**src/cnlc_pkg.sv**
```systemverilog
// ----------------------------------------------------------------------------
// cnlc_pkg
// Shared widths, types and control codes for the card number classifier.
// ----------------------------------------------------------------------------
package cnlc_pkg;

  // Binary card number width and decimal digit count of its largest value
  localparam int CARD_W   = 54;
  localparam int DIGITS   = 17;
  localparam int DIGIT_W  = 4;
  localparam int BCD_W    = DIGITS * DIGIT_W;
  localparam int BITCNT_W = $clog2(CARD_W);
  localparam int DIGCNT_W = $clog2(DIGITS + 1);

  typedef logic [CARD_W-1:0]  card_t;
  typedef logic [BCD_W-1:0]   bcd_t;
  typedef logic [DIGIT_W-1:0] digit_t;
  typedef logic [1:0]         verdict_t;

  // Result classes
  localparam verdict_t CLASS_NONE  = 2'd0;
  localparam verdict_t CLASS_FIVES = 2'd1;
  localparam verdict_t CLASS_THREE = 2'd2;
  localparam verdict_t CLASS_FOUR  = 2'd3;

  // Sequencer states
  typedef enum logic [1:0] {
    S_IDLE,
    S_CONV,
    S_SCAN,
    S_HOLD
  } state_t;

endpackage

```
**src/cnlc_bcd_conv.sv**
```systemverilog
// ----------------------------------------------------------------------------
// cnlc_bcd_conv
// Bit-serial binary to BCD converter (shift and add-3), one input bit per
// cycle, most significant bit first.
// ----------------------------------------------------------------------------
module cnlc_bcd_conv (
  input  logic            clk,
  input  logic            rst,
  input  logic            start,
  input  cnlc_pkg::card_t value,
  output logic            done,
  output cnlc_pkg::bcd_t  bcd
);
  import cnlc_pkg::*;

  logic                busy;
  logic [BITCNT_W-1:0] bit_cnt;
  card_t               bin;
  bcd_t                bcd_adj;

  // Add three to every digit of five or more before the shift
  always_comb begin
    for (int i = 0; i < DIGITS; i++) begin
      if (bcd[i*DIGIT_W +: DIGIT_W] >= DIGIT_W'(5)) begin
        bcd_adj[i*DIGIT_W +: DIGIT_W] = bcd[i*DIGIT_W +: DIGIT_W] + DIGIT_W'(3);
      end else begin
        bcd_adj[i*DIGIT_W +: DIGIT_W] = bcd[i*DIGIT_W +: DIGIT_W];
      end
    end
  end

  // Control: count the input bits while busy, flag the last one
  always_ff @(posedge clk) begin
    if (rst) begin
      busy    <= 1'b0;
      done    <= 1'b0;
      bit_cnt <= '0;
    end else begin
      done <= 1'b0;
      if (start) begin
        busy    <= 1'b1;
        bit_cnt <= '0;
      end else if (busy) begin
        bit_cnt <= bit_cnt + BITCNT_W'(1);
        if (bit_cnt == BITCNT_W'(CARD_W - 1)) begin
          busy <= 1'b0;
          done <= 1'b1;
        end
      end
    end
  end

  // Datapath: load, then shift one binary bit into the digits per cycle
  always_ff @(posedge clk) begin
    if (start) begin
      bin <= value;
      bcd <= '0;
    end else if (busy) begin
      bcd <= {bcd_adj[BCD_W-2:0], bin[CARD_W-1]};
      bin <= {bin[CARD_W-2:0], 1'b0};
    end
  end

  a_done_after_run: assert property (@(posedge clk) disable iff (rst)
    done |-> $past(busy) && !busy)
    else $error("conversion done without a run in progress");

  a_start_clears_done: assert property (@(posedge clk) disable iff (rst)
    start |=> !done)
    else $error("done raised right after a start");

  a_count_in_range: assert property (@(posedge clk) disable iff (rst)
    busy |-> bit_cnt < BITCNT_W'(CARD_W))
    else $error("bit counter ran past the input width");

endmodule

```
**src/card_number_luhn_classifier.sv**
```systemverilog
// ----------------------------------------------------------------------------
// card_number_luhn_classifier
// Each card number beat passes from acceptance to result through the
// bit-serial binary to decimal converter (one input bit per cycle), a
// hand-over of the decimal digits to the digit scan, the digit scan that
// forms the Luhn sum, the digit count and the leading two digits (one
// decimal digit per cycle), and the registering of the result. The next
// number is taken in the cycle after the result is loaded. One number is
// in work at a time; card_stall is high from acceptance until the result
// is loaded into the output register. A result that waits there does not
// hold up acceptance of the next number, but that number's result waits
// at the end of its scan until the output register is free.
// ----------------------------------------------------------------------------
module card_number_luhn_classifier (
  input  logic                clk,
  input  logic                rst,
  input  logic                card_valid,
  output logic                card_stall,
  input  cnlc_pkg::card_t     card_number,
  output logic                result_valid,
  input  logic                result_stall,
  output cnlc_pkg::verdict_t  verdict,
  output logic                luhn_ok,
  output logic                length_ok
);
  import cnlc_pkg::*;

  state_t              state;
  state_t              state_next;
  logic                conv_start;
  logic                conv_done;
  bcd_t                conv_bcd;
  bcd_t                scan;
  logic [DIGCNT_W-1:0] dig_idx;
  logic [DIGCNT_W-1:0] dig_cnt;
  digit_t              acc;
  digit_t              prev;
  digit_t              lead_hi;
  digit_t              lead_lo;
  digit_t              cur;
  digit_t              term;
  logic [DIGIT_W:0]    sum_raw;
  digit_t              acc_next;
  logic                scan_last;
  logic                out_free;
  logic                load_result;
  logic                len_ok_w;
  logic                luhn_ok_w;
  verdict_t            verdict_w;

  cnlc_bcd_conv u_conv (
    .clk   (clk),
    .rst   (rst),
    .start (conv_start),
    .value (card_number),
    .done  (conv_done),
    .bcd   (conv_bcd)
  );

  // Luhn term of the current digit and the running sum mod 10
  always_comb begin
    cur = scan[DIGIT_W-1:0];
    if (dig_idx[0]) begin
      if (cur >= DIGIT_W'(5)) begin
        term = DIGIT_W'({cur, 1'b0} - (DIGIT_W + 1)'(9));
      end else begin
        term = DIGIT_W'({cur, 1'b0});
      end
    end else begin
      term = cur;
    end
    sum_raw = {1'b0, acc} + {1'b0, term};
    if (sum_raw >= (DIGIT_W + 1)'(10)) begin
      acc_next = DIGIT_W'(sum_raw - (DIGIT_W + 1)'(10));
    end else begin
      acc_next = DIGIT_W'(sum_raw);
    end
  end

  // Result decode from the scan registers
  always_comb begin
    len_ok_w  = (dig_cnt == DIGCNT_W'(13)) || (dig_cnt == DIGCNT_W'(15)) ||
                (dig_cnt == DIGCNT_W'(16));
    luhn_ok_w = (acc == '0);
    verdict_w = CLASS_NONE;
    if (len_ok_w && luhn_ok_w) begin
      if (lead_hi == DIGIT_W'(5) && lead_lo >= DIGIT_W'(1) && lead_lo <= DIGIT_W'(5)) begin
        verdict_w = CLASS_FIVES;
      end else if (lead_hi == DIGIT_W'(3) &&
                   (lead_lo == DIGIT_W'(4) || lead_lo == DIGIT_W'(7))) begin
        verdict_w = CLASS_THREE;
      end else if (lead_hi == DIGIT_W'(4)) begin
        verdict_w = CLASS_FOUR;
      end
    end
  end

  assign scan_last   = (dig_idx == DIGCNT_W'(DIGITS - 1));
  assign out_free    = !result_valid || !result_stall;

  // Next state and handshake controls
  always_comb begin
    state_next  = state;
    card_stall  = 1'b1;
    conv_start  = 1'b0;
    load_result = 1'b0;
    unique case (state)
      S_IDLE: begin
        card_stall = 1'b0;
        if (card_valid) begin
          conv_start = 1'b1;
          state_next = S_CONV;
        end
      end
      S_CONV: begin
        if (conv_done) begin
          state_next = S_SCAN;
        end
      end
      S_SCAN: begin
        if (scan_last) begin
          state_next = S_HOLD;
        end
      end
      S_HOLD: begin
        if (out_free) begin
          load_result = 1'b1;
          state_next  = S_IDLE;
        end
      end
      default: state_next = S_IDLE;
    endcase
  end

  // State register
  always_ff @(posedge clk) begin
    if (rst) begin
      state <= S_IDLE;
    end else begin
      state <= state_next;
    end
  end

  // Digit scan: least significant digit first
  always_ff @(posedge clk) begin
    if (state == S_CONV && conv_done) begin
      scan    <= conv_bcd;
      dig_idx <= '0;
      dig_cnt <= '0;
      acc     <= '0;
      prev    <= '0;
      lead_hi <= '0;
      lead_lo <= '0;
    end else if (state == S_SCAN) begin
      scan    <= {DIGIT_W'(0), scan[BCD_W-1:DIGIT_W]};
      dig_idx <= dig_idx + DIGCNT_W'(1);
      acc     <= acc_next;
      prev    <= cur;
      if (cur != '0) begin
        dig_cnt <= dig_idx + DIGCNT_W'(1);
        lead_hi <= cur;
        lead_lo <= prev;
      end
    end
  end

  // Output register: hold until taken
  always_ff @(posedge clk) begin
    if (rst) begin
      result_valid <= 1'b0;
    end else if (load_result) begin
      result_valid <= 1'b1;
    end else if (!result_stall) begin
      result_valid <= 1'b0;
    end
  end

  always_ff @(posedge clk) begin
    if (load_result) begin
      verdict   <= verdict_w;
      luhn_ok   <= luhn_ok_w;
      length_ok <= len_ok_w;
    end
  end

  a_done_in_conv: assert property (@(posedge clk) disable iff (rst)
    conv_done |-> state == S_CONV)
    else $error("converter finished outside the conversion state");

  a_scan_bound: assert property (@(posedge clk) disable iff (rst)
    state == S_SCAN |-> dig_idx < DIGCNT_W'(DIGITS))
    else $error("digit index ran past the digit count");

  a_verdict_flags: assert property (@(posedge clk) disable iff (rst)
    result_valid && verdict != CLASS_NONE |-> luhn_ok && length_ok)
    else $error("class given without both checks passing");

  a_accept_starts: assert property (@(posedge clk) disable iff (rst)
    card_valid && !card_stall |=> state == S_CONV)
    else $error("accepted number did not start conversion");

endmodule

```
**config.mk**
```make
export PLATFORM = sky130hd
export DESIGN_NAME = card_number_luhn_classifier
export DESIGN_NICKNAME = d
export VERILOG_FILES = /design/src/cnlc_pkg.sv /design/src/cnlc_bcd_conv.sv /design/src/card_number_luhn_classifier.sv
export SDC_FILE = /design/constraint.sdc
export NUM_CORES = 1
export LEC_CHECK = 0
export ABC_AREA = 1
export BUFFER_PORTS_ARGS = -buffer_cell sky130_fd_sc_hd__buf_2
export CAP_MARGIN = 20
export CORE_MARGIN = 2
export CORE_UTILIZATION = 35
export CTS_BUF_LIST = sky130_fd_sc_hd__clkbuf_8 sky130_fd_sc_hd__clkbuf_16
export DETAILED_ROUTE_END_ITERATION = 7
export SLEW_MARGIN = 20
export SYNTH_ARGS = -nofsm -noshare
export SYNTH_HDL_FRONTEND = slang
export SYNTH_SLANG_ARGS = --single-unit
export TNS_END_PERCENT = 30
```
**constraint.sdc**
```tcl
create_clock -name clk -period 7.6 [get_ports clk]
set_clock_uncertainty 0.1 [all_clocks]
set_input_delay 2.28 -clock clk [delete_from_list [all_inputs] [get_ports clk]]
set_output_delay 2.28 -clock clk [all_outputs]
set_load 0.005 [all_outputs]
```
# Word-level counts from Yosys, hierarchy flattened
# Index checks and enable logic that the tools add are counted.
# totals
reg_bits	231
word_cells	145
# classes
n_eq_ne	18
reduce_logical	21
mux	43
n_bitwise	2
order_cmp	21
addsub	22
# ops
cell	count
68-bit two-way mux	2
54-bit two-way mux	2
4-bit two-way mux	19
4-bit by 3-bit greater-or-equal comparator with 1-bit output, second input constant	18
4-bit by 2-bit adder with 4-bit output, second input constant	16
4-bit by 3-bit == test with 1-bit output, second input constant	4
1-bit two-way mux	12
2-bit two-way mux	6
5-bit by 4-bit == test with 1-bit output, second input constant	2
5-bit == test, second input constant	2
2-bit one-hot mux with 4 select lines	1
4-bit subtractor, second input constant	2
6-bit by 1-bit adder with 6-bit output, second input constant	1
6-bit == test, second input constant	1
2-bit inequality test, second input constant	3
4-bit by 4-bit adder with 5-bit output	1
5-bit by 1-bit adder with 5-bit output, second input constant	1
5-bit by 4-bit greater-or-equal comparator with 1-bit output, second input constant	1
1-bit logical AND	5
2-bit == test, second input constant	2
4-bit by 2-bit == test with 1-bit output, second input constant	1
4-bit by 1-bit greater-or-equal comparator with 1-bit output, second input constant	1
4-bit by 3-bit less-or-equal comparator with 1-bit output, second input constant	1
4-bit logical NOT	1
14 further kinds	22

# Longest topological paths before layout
# Gate-level depths: netlist (run 1).
# logic_depth
ltp_word	6
ltp_mapped	19
mapped_depth_nobuf	19

# Hierarchy
# Synthesis (run 1) repeated with hierarchy kept, for this count alone.
# hier_totals
cells_unflattened	1356
area_unflattened_um2	11115.7
# modules_own_cells
module	n_inst	cells_per_inst	area_per_inst_um2
cnlc_bcd_conv	1	846	6497.5
card_number_luhn_classifier	1	510	4618.2

# Worst setup path before layout (run 1)
# No wires, ideal clock.
# synth_path
path_type	input to register
from	input port card_valid
to	register u_conv.bin[0], enable pin
arrival_ps	3295
path_stages	3
path_slack_ps	3815
required_ps	7110
setup_time_ps	390
path_cell_list	nand2_1 > nand2_1 > buf_2
# synth_via
elab_chain_len	3
# synth_rtl
item	line_no	source
from (decl)	card_number_luhn_classifier.sv:17	input logic card_valid,
1-bit two-way mux	card_number_luhn_classifier.sv:110	if (card_valid) begin
1-bit two-way mux	card_number_luhn_classifier.sv:107	unique case (state)
2-bit nonzero test (no line)	-	
to (signal assigned)	cnlc_bcd_conv.sv:56	bin <= value;
to (signal assigned)	cnlc_bcd_conv.sv:60	bin <= {bin[CARD_W-2:0], 1'b0};
to (decl)	cnlc_bcd_conv.sv:18	card_t bin;
# Every way passes these cells.
# A chain may end at the register's enable or synchronous reset.

# Worst setup path in the final report (run 1)
# layout_path
from	input port card_valid
to	register u_conv.bcd[12]
# layout_via
elab_chain_len	2
# layout_rtl
item	line_no	source
1-bit two-way mux	card_number_luhn_classifier.sv:110	
1-bit two-way mux	card_number_luhn_classifier.sv:107	
to (signal assigned)	cnlc_bcd_conv.sv:59	bcd <= {bcd_adj[BCD_W-2:0], bin[CARD_W-1]};
to (decl)	cnlc_bcd_conv.sv:12	output cnlc_pkg::bcd_t bcd
# Every way passes these cells.

==> results of run 1 <==
-- layer usage --
| metal | wire length [um] | share of wire [%] |
|---|---|---|
| met1 | 10600 | 50 |
| met2 | 9620 | 45 |
| met3 | 746 | 3.5 |
| met4 | 418 | 2.0 |
| met5 | 0 | 0 |
-- metrics by stage --
stage / hold slack, ns / total power [W]
floorplan: 0.321 / 0.00274
global placement: 0.339 / 0.00302
detailed placement: 0.345 / 0.00305
CTS: 0.355 / 0.00424
global route: 0.368 / 0.00449
finish: 0.360 / 0.00418
-- worst paths after layout --
path | start | to | depth (start not counted)
setup / recovery | card_valid | u_conv.bcd[12]$_SDFFE_PP0P_ | 8
hold / removal | prev[1]$_SDFFE_PP0P_ | prev[1]$_SDFFE_PP0P_ | 2
setup reg to reg | scan[0]$_DFFE_PP_ | acc[2]$_SDFFE_PP0P_ | 19
hold reg to reg | prev[1]$_SDFFE_PP0P_ | prev[1]$_SDFFE_PP0P_ | 2
-- power breakdown --
part / internal, W / switching, W
logic: 0.000356 / 0.000708
registers: 0.00179 / 0.000146
clock network: 0.000699 / 0.000477
-- cells by family after synthesis --
logic type,synth area share (%)
buffers and inverters,6.22
flip-flops,55.3
AO/OA/AOI/OAI,14.5
XOR/XNOR,1.07
adder cells (fa/ha/maj),6.07
AND/OR/NAND/NOR,16.8
-- critical path, delay by kind of cell --
kind            cells  cell delay, ns
buf+inv             4            1.12
simple gates        2            0.54
compound gates      2            0.31
-- flip-flops by register name, summed over array words and instances (netlist names) --
name,flops
lead_hi,4
result_valid,1
u_conv.busy,1
dig_cnt,5
u_conv.bcd,68
lead_lo,4
acc,4
state,2
u_conv.bin,54
dig_idx,5
prev,4
scan,68
luhn_ok,1
u_conv.done,1
verdict,2
u_conv.bit_cnt,6
length_ok,1
-- cells in the mapped netlist, drive strengths merged --
| cell type | number |
|---|---|
| buf | 24 |
| o21ai | 170 |
| nor3 | 9 |
| nand2 | 342 |
| nor3b | 2 |
| inv | 126 |
| a21oi | 52 |
| o22ai | 16 |
| clkbuf | 19 |
| or3 | 1 |
| o31ai | 19 |
| nand4 | 1 |
| and2 | 1 |
| edfxtp | 126 |
| o21a | 1 |
| o2111ai | 1 |
| nand3 | 40 |
| ha | 50 |
| dfxtp | 105 |
| nor2 | 29 |
| a22o | 1 |
| o211ai | 18 |
| a31oi | 2 |
| a21boi | 1 |
| nor4 | 1 |
| or2 | 16 |
| xor2 | 13 |
| fa | 1 |
-- area by class of cell --
| type | instances | area share (%) |
|---|---|---|
| Tap cell | 390 | 4.02 |
| Clock inverter | 15 | 0.743 |
| Timing Repair Buffer | 69 | 2.97 |
| Clock buffer | 30 | 5.91 |
| Sequential cell | 231 | 48.5 |
| Inverter | 126 | 3.90 |
| Multi-Input combinational cell | 787 | 33.9 |
==> implementation parameters, run 1 <==
Parameter                              Value

Finish
  Final design instance area without fill    12100 um2
  Sequential Area    ~5900 um2
  Final Instance Count excl. Fillers    between 1500 and 2000
  Net count reported at finish    between 1000 and 1500
  Final antenna diode count    0
  Area taken by multi-input logic gates    roughly 4100 um2
  Most common cell after layout, fill and taps aside    nand2_1
  Share of the core filled with cells    40.7%
  Post-synthesis to final-layout area growth    13.9%
  Filler Cell Count    between 2000 and 3000
  Fraction of layout cells with a size suffix above 1    ~11%
  Highest-count cells in the layout ignoring fill and taps    nand2_1, o21ai_0, inv_1

Power
  Static leakage    between 5 and 6 nW
  Maximum vdd drop    between 0.0001 and 0.00015 V
  Cell area power density    ~340 nW/um2

Placed design
  GPL Wtd Cong    0.723
  Port-buffer cells    between 60 and 70
  Half-perimeter wire length after placement    ~14000 um
  Pre-CTS worst setup slack    3.03 ns
  Placed cells    1603
  Placed Area    11300 um2

STA
  Measured slew at the worst slew-check pin    0.941 ns
  Endpoints failing hold    0
  Final critical path time including I/O delays and setup    around 4 ns
  Worst path setup slack after routing    around 3.6 ns
  Portion of the clock cycle consumed by the worst path in the final layout    a little over half
  Final TNS setup    0 ns
  Maximum clock frequency    0.251 GHz
  Total setup violations reported at the end of the flow    0
  Count of final max-slew check failures    0
  RSZ-0062 raised after global routing    no
  Remaining max-slew budget at the tightest pin    around 37%

GRT
  Vias in the first global route    7550
  Maximum number of pins on one net before global-route repair    ~110
  Global routing met1 resource utilization    18.8%
  Met2 track demand over resource    between 20% and 30%
  Number of antenna violations at the first check in global routing    0
  Wire length of the first global-routing pass    ~36000 um
  GR Layer Usage met3    under 10%
  Overall track demand over capacity in global routing    a little over an eighth
  Total global routing overflow    0
  Global route hottest layer    met2

Floorplanning
  Initial standard-cell utilization of the core    ~36%
  Core region area    around 30000 um2
  Top-level I/O count    64
  Std-Cell Rows    63
  Chip width    approximately 180 um
  Overall die height    approximately 180 um
  Die Outline Area    about 32000 um2

Worst setup path
  Critical-path cell list    buf_2, nand2_2, buf_4, inv_2, nor2_4, buf_4, o21ai_0, o22ai_1
  Arrival time of the worst setup path    between 4 and 5 ns
  Kind of capture point of the worst setup path    flop
  Cell with the biggest individual delay on the critical path    buf_4
  Worst path required time    about 7.9 ns
  Biggest fanout along the worst timing path    58
  CP dominant cell by count    buf_4
  R2R setup slack    between 4 and 5 ns
  Worst stage delay on the critical path    0.50 ns
  Startpoint-to-endpoint class of the critical path    in2reg
  Setup crit start kind    input port

CTS
  Hold-fix buffers, CTS    0
  Sink count of the clock tree    231
  CTS tree    built
  Clock-pin slew reported for the worst setup and hold paths after clock tree synthesis    ~0.06 ns
  CTS Buffer Depth    3
  CTS-repair resized insts    0
  Buffer count from post-CTS setup fixing    0
  Inserted Clock Buffers    25
  Clock latency reported for the late side of the worst-skew pair    0.51 ns
  H-tree depth    1
  Root cell of the clock tree    clkbuf_16

Routing
  Post-detailed-route DRC marker count    0
  WL final    21400 um
  Detailed-routing iteration count for the pre-antenna-repair pass    5
  Via count normalized by instance count    approximately 4.8
  Number of nets still failing antenna checks after routing    0
  Routed wire length per instance    ~13 um
  Via count    a little under 8000
  Number of DRC markers in iteration 0    559

Outcome
  Status    finished clean

Yosys
  Leading area contributor after synthesis    edfxtp_1
  Cell area after synthesis    10600 um2
  Yosys reg bits    231
  Cells after synthesis    ~1200
  Top post-synthesis cells by area    edfxtp_1, dfxtp_1, nand2_1, o21ai_0, ha_1
  Fraction of the yosys area taken by sequential cells    between 50% and 60%
  Count of warnings emitted by yosys    0
  Syn Nets    between 1000 and 1500
  Post-synth cell types    36
  Top-area cell type share of the netlist area    approximately 36%
  Avg Cell Area, Syn    approximately 9 um2

Hold path
  Class of the worst hold path    reg2reg

Run
  Max-cap violations    0
No activity file was read; power rests on OpenSTA's default activity.
==> inputs of run 2 (changes only) <==
Clock period 7.6 ns to 3.5 ns, I/O delays scaled along.
==> run 2 against run 1 <==
Global-route usage fell by 0.13 points. Die area did not move. Via count rose by 0.75%. Critical path depth rose by 11. Clock-buffer cell count fell by 2. Core utilization barely moved. Critical path type is now reg2reg. Non-clock buffer count rose by 5. Sequential cell count did not move. Critical endpoint is now acc[2]$_SDFFE_PP0P_. Power rose by 120%. Clock power rose by 100%. Combinational power rose by 120%. Worst setup slack got worse by 3.2 ns.
==> implementation parameters, run 2 (synthesis gave the netlist of run 1 again) <==
Parameter                              Value

Finish
  Fraction of layout cells with a size suffix above 1    10.8% (+0.11 points)
  Area taken by multi-input logic gates    4110 um2 (unchanged)
  Final Instance Count excl. Fillers    1654 (+0.36%)
  Highest-count cells in the layout ignoring fill and taps    nand2_1, o21ai_0, inv_1
  Filler Cell Count    2959 (-0.97%)
  Post-synthesis to final-layout area growth    14.0% (about the same)
  Most common cell after layout, fill and taps aside    nand2_1
  Final antenna diode count    0 (unchanged)
  Largest regs    scan (68), u_conv.bcd (68), u_conv.bin (54)
  Sequential Area    5890 um2 (unchanged)
  Net count reported at finish    1354 (+0.37%)

Floorplanning
  Core region area    29800 um2 (unchanged)
  Std-Cell Rows    63 (unchanged)
  Chip width    178 um (unchanged)
  Initial standard-cell utilization of the core    35.7% (unchanged)
  Die Outline Area    31800 um2 (unchanged)
  Overall die height    178 um (unchanged)
  Top-level I/O count    64 (unchanged)

Worst setup path
  Cell with the biggest individual delay on the critical path    edfxtp_1
  Critical-path cell list    inv_1, ha_1, nand2_1, o22ai_2, xor2_1, nand2_1, o21ai_1, inv_1, fa_1, inv_1, nand2_1, and2_1, ha_1, nand2_1, nand3_1, nand2_1, nand2_1, nand3_1, nand2_1
  Biggest fanout along the worst timing path    4 (-93%)
  Arrival time of the worst setup path    3.38 ns (-0.93 ns)
  Worst stage delay on the critical path    0.42 ns (-0.08 ns)
  Kind of capture point of the worst setup path    flop
  Startpoint-to-endpoint class of the critical path    reg2reg
  Setup crit start kind    flop
  Worst path required time    3.81 ns (-4.11 ns)
  CP dominant cell by count    nand2_1

CTS
  Buffer count from post-CTS setup fixing    0 (unchanged)
  Clock latency reported for the late side of the worst-skew pair    0.52 ns (about the same)
  Root cell of the clock tree    clkbuf_16
  H-tree depth    1 (unchanged)
  CTS-repair resized insts    0 (unchanged)
  Hold-fix buffers, CTS    0 (unchanged)
  Sink count of the clock tree    231 (unchanged)
  CTS tree    built
  CTS Buffer Depth    3 (unchanged)
  Clock-pin slew reported for the worst setup and hold paths after clock tree synthesis    0.06 ns (about the same)
  Inserted Clock Buffers    25 (unchanged)

Power
  Maximum vdd drop    0.000392 V (+170%)
  Cell area power density    742 nW/um2 (+120%)
  Part of the total power dissipated in the clock network    26.7% (-1.4 points)
  Logic pwr share    26.5% (+1.0 points)
  Static leakage    5.16 nW (about the same)
  Power spent charging and discharging nets    0.00293 W (+120%)
  Internal Pwr Total    0.00606 W (+110%)
  Sw frac    32.6% (+0.76 points)
  Sum of internal, switching and leakage power    0.00900 W (+120%)
  Sequential share of power    46.8% (+0.4 points)

STA
  Portion of the clock cycle consumed by the worst path in the final layout    87.6%
  Total setup violations reported at the end of the flow    0 (unchanged)
  Remaining max-slew budget at the tightest pin    43.4% (+6.1 points)
  Worst slack on hold paths    0.357 ns (-0.00339 ns)
  Final critical path time including I/O delays and setup    about 3.1 ns
  Maximum clock frequency    around 0.33 GHz
  Endpoints failing hold    0 (unchanged)
  Measured slew at the worst slew-check pin    0.850 ns (-0.0918 ns)
  RSZ-0062 raised after global routing    no
  Final TNS setup    0 ns (unchanged)
  Count of final max-slew check failures    0 (unchanged)

Routing
  Number of DRC markers in iteration 0    549 (-1.8%)
  Routed wire length per instance    12.8 um (-1.3%)
  WL final    21200 um (-0.95%)
  Number of nets still failing antenna checks after routing    0 (unchanged)
  Post-detailed-route DRC marker count    0 (unchanged)
  Via count    7909 (+0.75%)
  Detailed-routing iteration count for the pre-antenna-repair pass    5 (unchanged)
  Via count normalized by instance count    4.78 (+0.39%)

Hold path
  Class of the worst hold path    reg2reg

GRT
  Vias in the first global route    7532 (-0.24%)
  Number of antenna violations at the first check in global routing    1 (+1)
  Overall track demand over capacity in global routing    13.5% (-0.13 points)
  Wire length of the first global-routing pass    36100 um (about the same)
  Maximum number of pins on one net before global-route repair    89 (-17%)
  Total global routing overflow    0 (unchanged)

Placed design
  Port-buffer cells    63 (unchanged)
  GPL Wtd Cong    0.768 (+6.3%)
  Half-perimeter wire length after placement    13500 um (-0.83%)
  Placed cells    1608 (+0.31%)

Outcome
  Status    finished clean

Run
  Max-cap violations    0 (unchanged)
==> run 2: cell count changes in the layout (fill, tap and decap cells not counted), sizes merged <==
cell,delta
buf,+5
bufinv,-1
clkbuf,-2
clkinv,+3
inv,+1
==> run 2: path summary, 6_finish.rpt <==
kind / startpoint / end / slack [ns] / cells past startpoint
hold / removal: prev[2]$_SDFFE_PP0P_ / prev[2]$_SDFFE_PP0P_ / 0.36 / 2
setup / recovery: scan[0]$_DFFE_PP_ / acc[2]$_SDFFE_PP0P_ / 0.43 / 19
setup reg to reg: scan[0]$_DFFE_PP_ / acc[2]$_SDFFE_PP0P_ / 0.43 / 19
hold reg to reg: prev[2]$_SDFFE_PP0P_ / prev[2]$_SDFFE_PP0P_ / 0.36 / 2
==> run 2: critical path: cells and delay by family (launching register included) <==
kind | cells | cell delay [ns]
fa+ha+maj | 3 | 0.88
simple gates | 10 | 0.80
flops | 1 | 0.42
buf+inv | 3 | 0.31
compound gates | 2 | 0.28
xor+xnor | 1 | 0.17
==> run 2: layout make-up <==
cell class,instances,area share [%]
Clock buffer,28,5.50
Tap cell,390,4.02
Clock inverter,18,0.681
Multi-Input combinational cell,787,33.9
Inverter,126,3.90
Sequential cell,231,48.5
Timing Repair Buffer,74,3.49
==> run 2: power by group through the flow <==
stage               clock network, W  logic (W)  registers (W)
global placement                   0    0.00237        0.00423
floorplan                          0    0.00177        0.00417
finish                       0.00241    0.00238        0.00421
CTS                          0.00247    0.00242        0.00421
global route                 0.00258    0.00277        0.00431
detailed placement                 0    0.00241        0.00426
==> run 2: through the flow <==
step                      area [um2]  setup WS, ns  utilization, %
final                          12100         0.432            40.7
after global routing           12100         0.161            40.7
after CTS                      12100         0.447            40.7
after detailed placement       11400         0.463            38.2
after global placement         11400         0.544            38.2
after floorplan                10600         0.708               -
==> run 2: routing by layer <==
layer	global-route usage, %	vias up	share of wire [%]
met4	3.12	2	1.5
met1	19.4	3661	51
li1	-	4105	-
met5	0	-	0.052
met3	2.41	22	3.8
met2	21.3	119	44
==> inputs of run 3 (changes only) <==
--- a/config.mk
+++ b/config.mk
@@ -8,3 +8,3 @@
 export ABC_AREA = 1
-export BUFFER_PORTS_ARGS = -buffer_cell sky130_fd_sc_hd__buf_2
+export BUFFER_PORTS_ARGS = -buffer_cell sky130_fd_sc_hd__buf_4
 export CAP_MARGIN = 20
--- a/constraint.sdc
+++ b/constraint.sdc
@@ -4,2 +4,2 @@
 set_output_delay 1.05 -clock clk [all_outputs]
-set_load 0.005 [all_outputs]
+set_load 0.01 [all_outputs]
==> run 3 against run 2 <==
Clock power up 2%. First-iteration DRC count fell by 6.9%. Routed wire length rose by 2.5%.
==> implementation parameters, run 3 (synthesis gave the netlist of run 1 again) <==
Parameter                              Value

Outcome
  Status    finished clean

Routing
  Number of nets still failing antenna checks after routing    0 (unchanged)
  WL final    21700 um (+2.5%)
  Detailed-routing iteration count for the pre-antenna-repair pass    5 (unchanged)
  Via count    7946 (+0.47%)
  Number of DRC markers in iteration 0    511 (-6.9%)
  Post-detailed-route DRC marker count    0 (unchanged)
  Via count normalized by instance count    4.80 (+0.47%)
  Routed wire length per instance    13.1 um (+2.5%)

CTS
  Hold-fix buffers, CTS    0 (unchanged)
  CTS Buffer Depth    3 (unchanged)
  H-tree depth    1 (unchanged)
  Sink count of the clock tree    231 (unchanged)
  Clock latency reported for the late side of the worst-skew pair    0.52 ns (about the same)
  Inserted Clock Buffers    25 (unchanged)
  CTS-repair resized insts    0 (unchanged)
  CTS tree    built
  Buffer count from post-CTS setup fixing    0 (unchanged)
  Root cell of the clock tree    clkbuf_16
  Clock-pin slew reported for the worst setup and hold paths after clock tree synthesis    0.06 ns (about the same)

Finish
  Net count reported at finish    1354 (unchanged)
  Final design instance area without fill    12300 um2 (+1.5%)
  Highest-count cells in the layout ignoring fill and taps    nand2_1, o21ai_0, inv_1
  Fraction of layout cells with a size suffix above 1    11.0% (+0.16 points)
  Filler Cell Count    2984 (+0.84%)
  Post-synthesis to final-layout area growth    15.7%
  Final antenna diode count    0 (unchanged)
  Most common cell after layout, fill and taps aside    nand2_1
  Largest regs    scan (68), u_conv.bcd (68), u_conv.bin (54)

Floorplanning
  Initial standard-cell utilization of the core    35.7% (unchanged)
  Top-level I/O count    64 (unchanged)
  Chip width    178 um (unchanged)
  Die Outline Area    31800 um2 (unchanged)
  Std-Cell Rows    63 (unchanged)
  Overall die height    178 um (unchanged)
  Core region area    29800 um2 (unchanged)

Placed design
  Port-buffer cells    63 (unchanged)
  Placed Area    11500 um2 (+1.4%)
  Half-perimeter wire length after placement    13800 um (+2.7%)
  Pre-CTS worst setup slack    0.462 ns (-0.00119 ns)
  GPL Wtd Cong    0.779 (+1.4%)

Worst setup path
  Arrival time of the worst setup path    3.36 ns (-0.02 ns)
  Biggest fanout along the worst timing path    4 (unchanged)
  Startpoint-to-endpoint class of the critical path    reg2reg
  Critical-path cell list    inv_1, ha_1, nand2_1, o22ai_2, xor2_1, nand2_1, o21ai_1, inv_1, fa_1, inv_1, nand2_1, and2_1, ha_1, nand2_1, nand3_1, nand2_1, nand2_1, nand3_1, nand2_1
  CP dominant cell by count    nand2_1
  Kind of capture point of the worst setup path    flop
  Worst stage delay on the critical path    0.43 ns (about the same)
  Bufs and invs on worst path    3 (unchanged)
  Cell with the biggest individual delay on the critical path    fa_1
  Cell family with most CP delay    adder cells
  Worst path required time    3.81 ns (about the same)
  Setup crit start kind    flop

Run
  Max-cap violations    0 (unchanged)

GRT
  Number of antenna violations at the first check in global routing    0 (-1)
  Maximum number of pins on one net before global-route repair    99 (+11%)
  Total global routing overflow    0 (unchanged)
  Overall track demand over capacity in global routing    13.8% (+0.28 points)
  Vias in the first global route    7506 (-0.35%)
  Wire length of the first global-routing pass    36400 um (+0.96%)

Power
  Maximum vdd drop    0.000370 V (-5.7%)
  Sw frac    32.5% (-0.065 points)
  Cell area power density    739 nW/um2 (-0.41%)
  Internal Pwr Total    0.00614 W (+1.2%)
  Logic pwr share    26.7% (+0.2 points)
  Sequential share of power    46.2% (-0.6 points)
  Part of the total power dissipated in the clock network    27.1% (+0.4 points)
  Static leakage    5.23 nW (+1.4%)
  Power spent charging and discharging nets    0.00296 W (+0.89%)

Hold path
  Class of the worst hold path    reg2reg

STA
  Count of final max-slew check failures    0 (unchanged)
  RSZ-0062 raised after global routing    no
  Endpoints failing hold    0 (unchanged)
  Final TNS setup    0 ns (unchanged)
  Measured slew at the worst slew-check pin    0.866 ns (+0.0167 ns)
  Total setup violations reported at the end of the flow    0 (unchanged)
  Final critical path time including I/O delays and setup    3.05 ns (-0.0158 ns)
  Worst path setup slack after routing    0.448 ns (+0.0158 ns)
  Maximum clock frequency    0.328 GHz (+0.52%)
  Remaining max-slew budget at the tightest pin    42.2% (-1.1 points)
  Portion of the clock cycle consumed by the worst path in the final layout    87.2% (-0.45 points)
==> run 3: layout make-up <==
type / count / area [um2] / share of cell area (%)
repair buffers: 74 / 581 / 4.71
clock inverters: 17 / 82.6 / 0.671
multi-input cells: 787 / 4110 / 33.4
well taps: 390 / 488 / 3.96
clock buffers: 29 / 692 / 5.62
inverters: 126 / 473 / 3.84
flip-flops and latches: 231 / 5890 / 47.8
==> run 3: worst min-delay path, stage by stage, from the launching register on <==
cell and delay, ns:
dfxtp_1 0.31, nand2_1 0.06, nand2_1 0.04
==> run 3: through the flow <==
stage	hold slack (ns)	cells	utilization, %	power, W
global placement	0.337	1608	38.7	0.00664
floorplan	0.321	1187	-	0.00595
CTS	0.356	1654	41.3	0.00919
finish	0.356	1654	41.3	0.00910
detailed placement	0.346	1608	38.7	0.00669
global route	0.366	1654	41.3	0.00972
==> run 3: final timing paths <==
check	from	to	slack [ns]	depth (start not counted)
setup reg to reg	scan[0]$_DFFE_PP_	acc[1]$_SDFFE_PP0P_	0.45	19
hold / removal	prev[2]$_SDFFE_PP0P_	prev[2]$_SDFFE_PP0P_	0.36	2
setup / recovery	scan[0]$_DFFE_PP_	acc[1]$_SDFFE_PP0P_	0.45	19
hold reg to reg	prev[2]$_SDFFE_PP0P_	prev[2]$_SDFFE_PP0P_	0.36	2
==> run 3: power by group through the flow <==
stage	clock [W]	combinational, W	sequential (W)
final	0.00247	0.00243	0.00420
after CTS	0.00253	0.00245	0.00421
after global routing	0.00263	0.00281	0.00428
after detailed placement	0	0.00244	0.00425
after global placement	0	0.00240	0.00424
after floorplan	0	0.00178	0.00418
==> run 3: metal layers <==
metal  up-vias  GRT usage [%]  routed length [um]
met2       131           21.8                9520
met4         0           2.95                 384
li1       4108              -                   -
met3        26           2.17                 905
met5         -              0                   0
met1      3681           20.0               10900
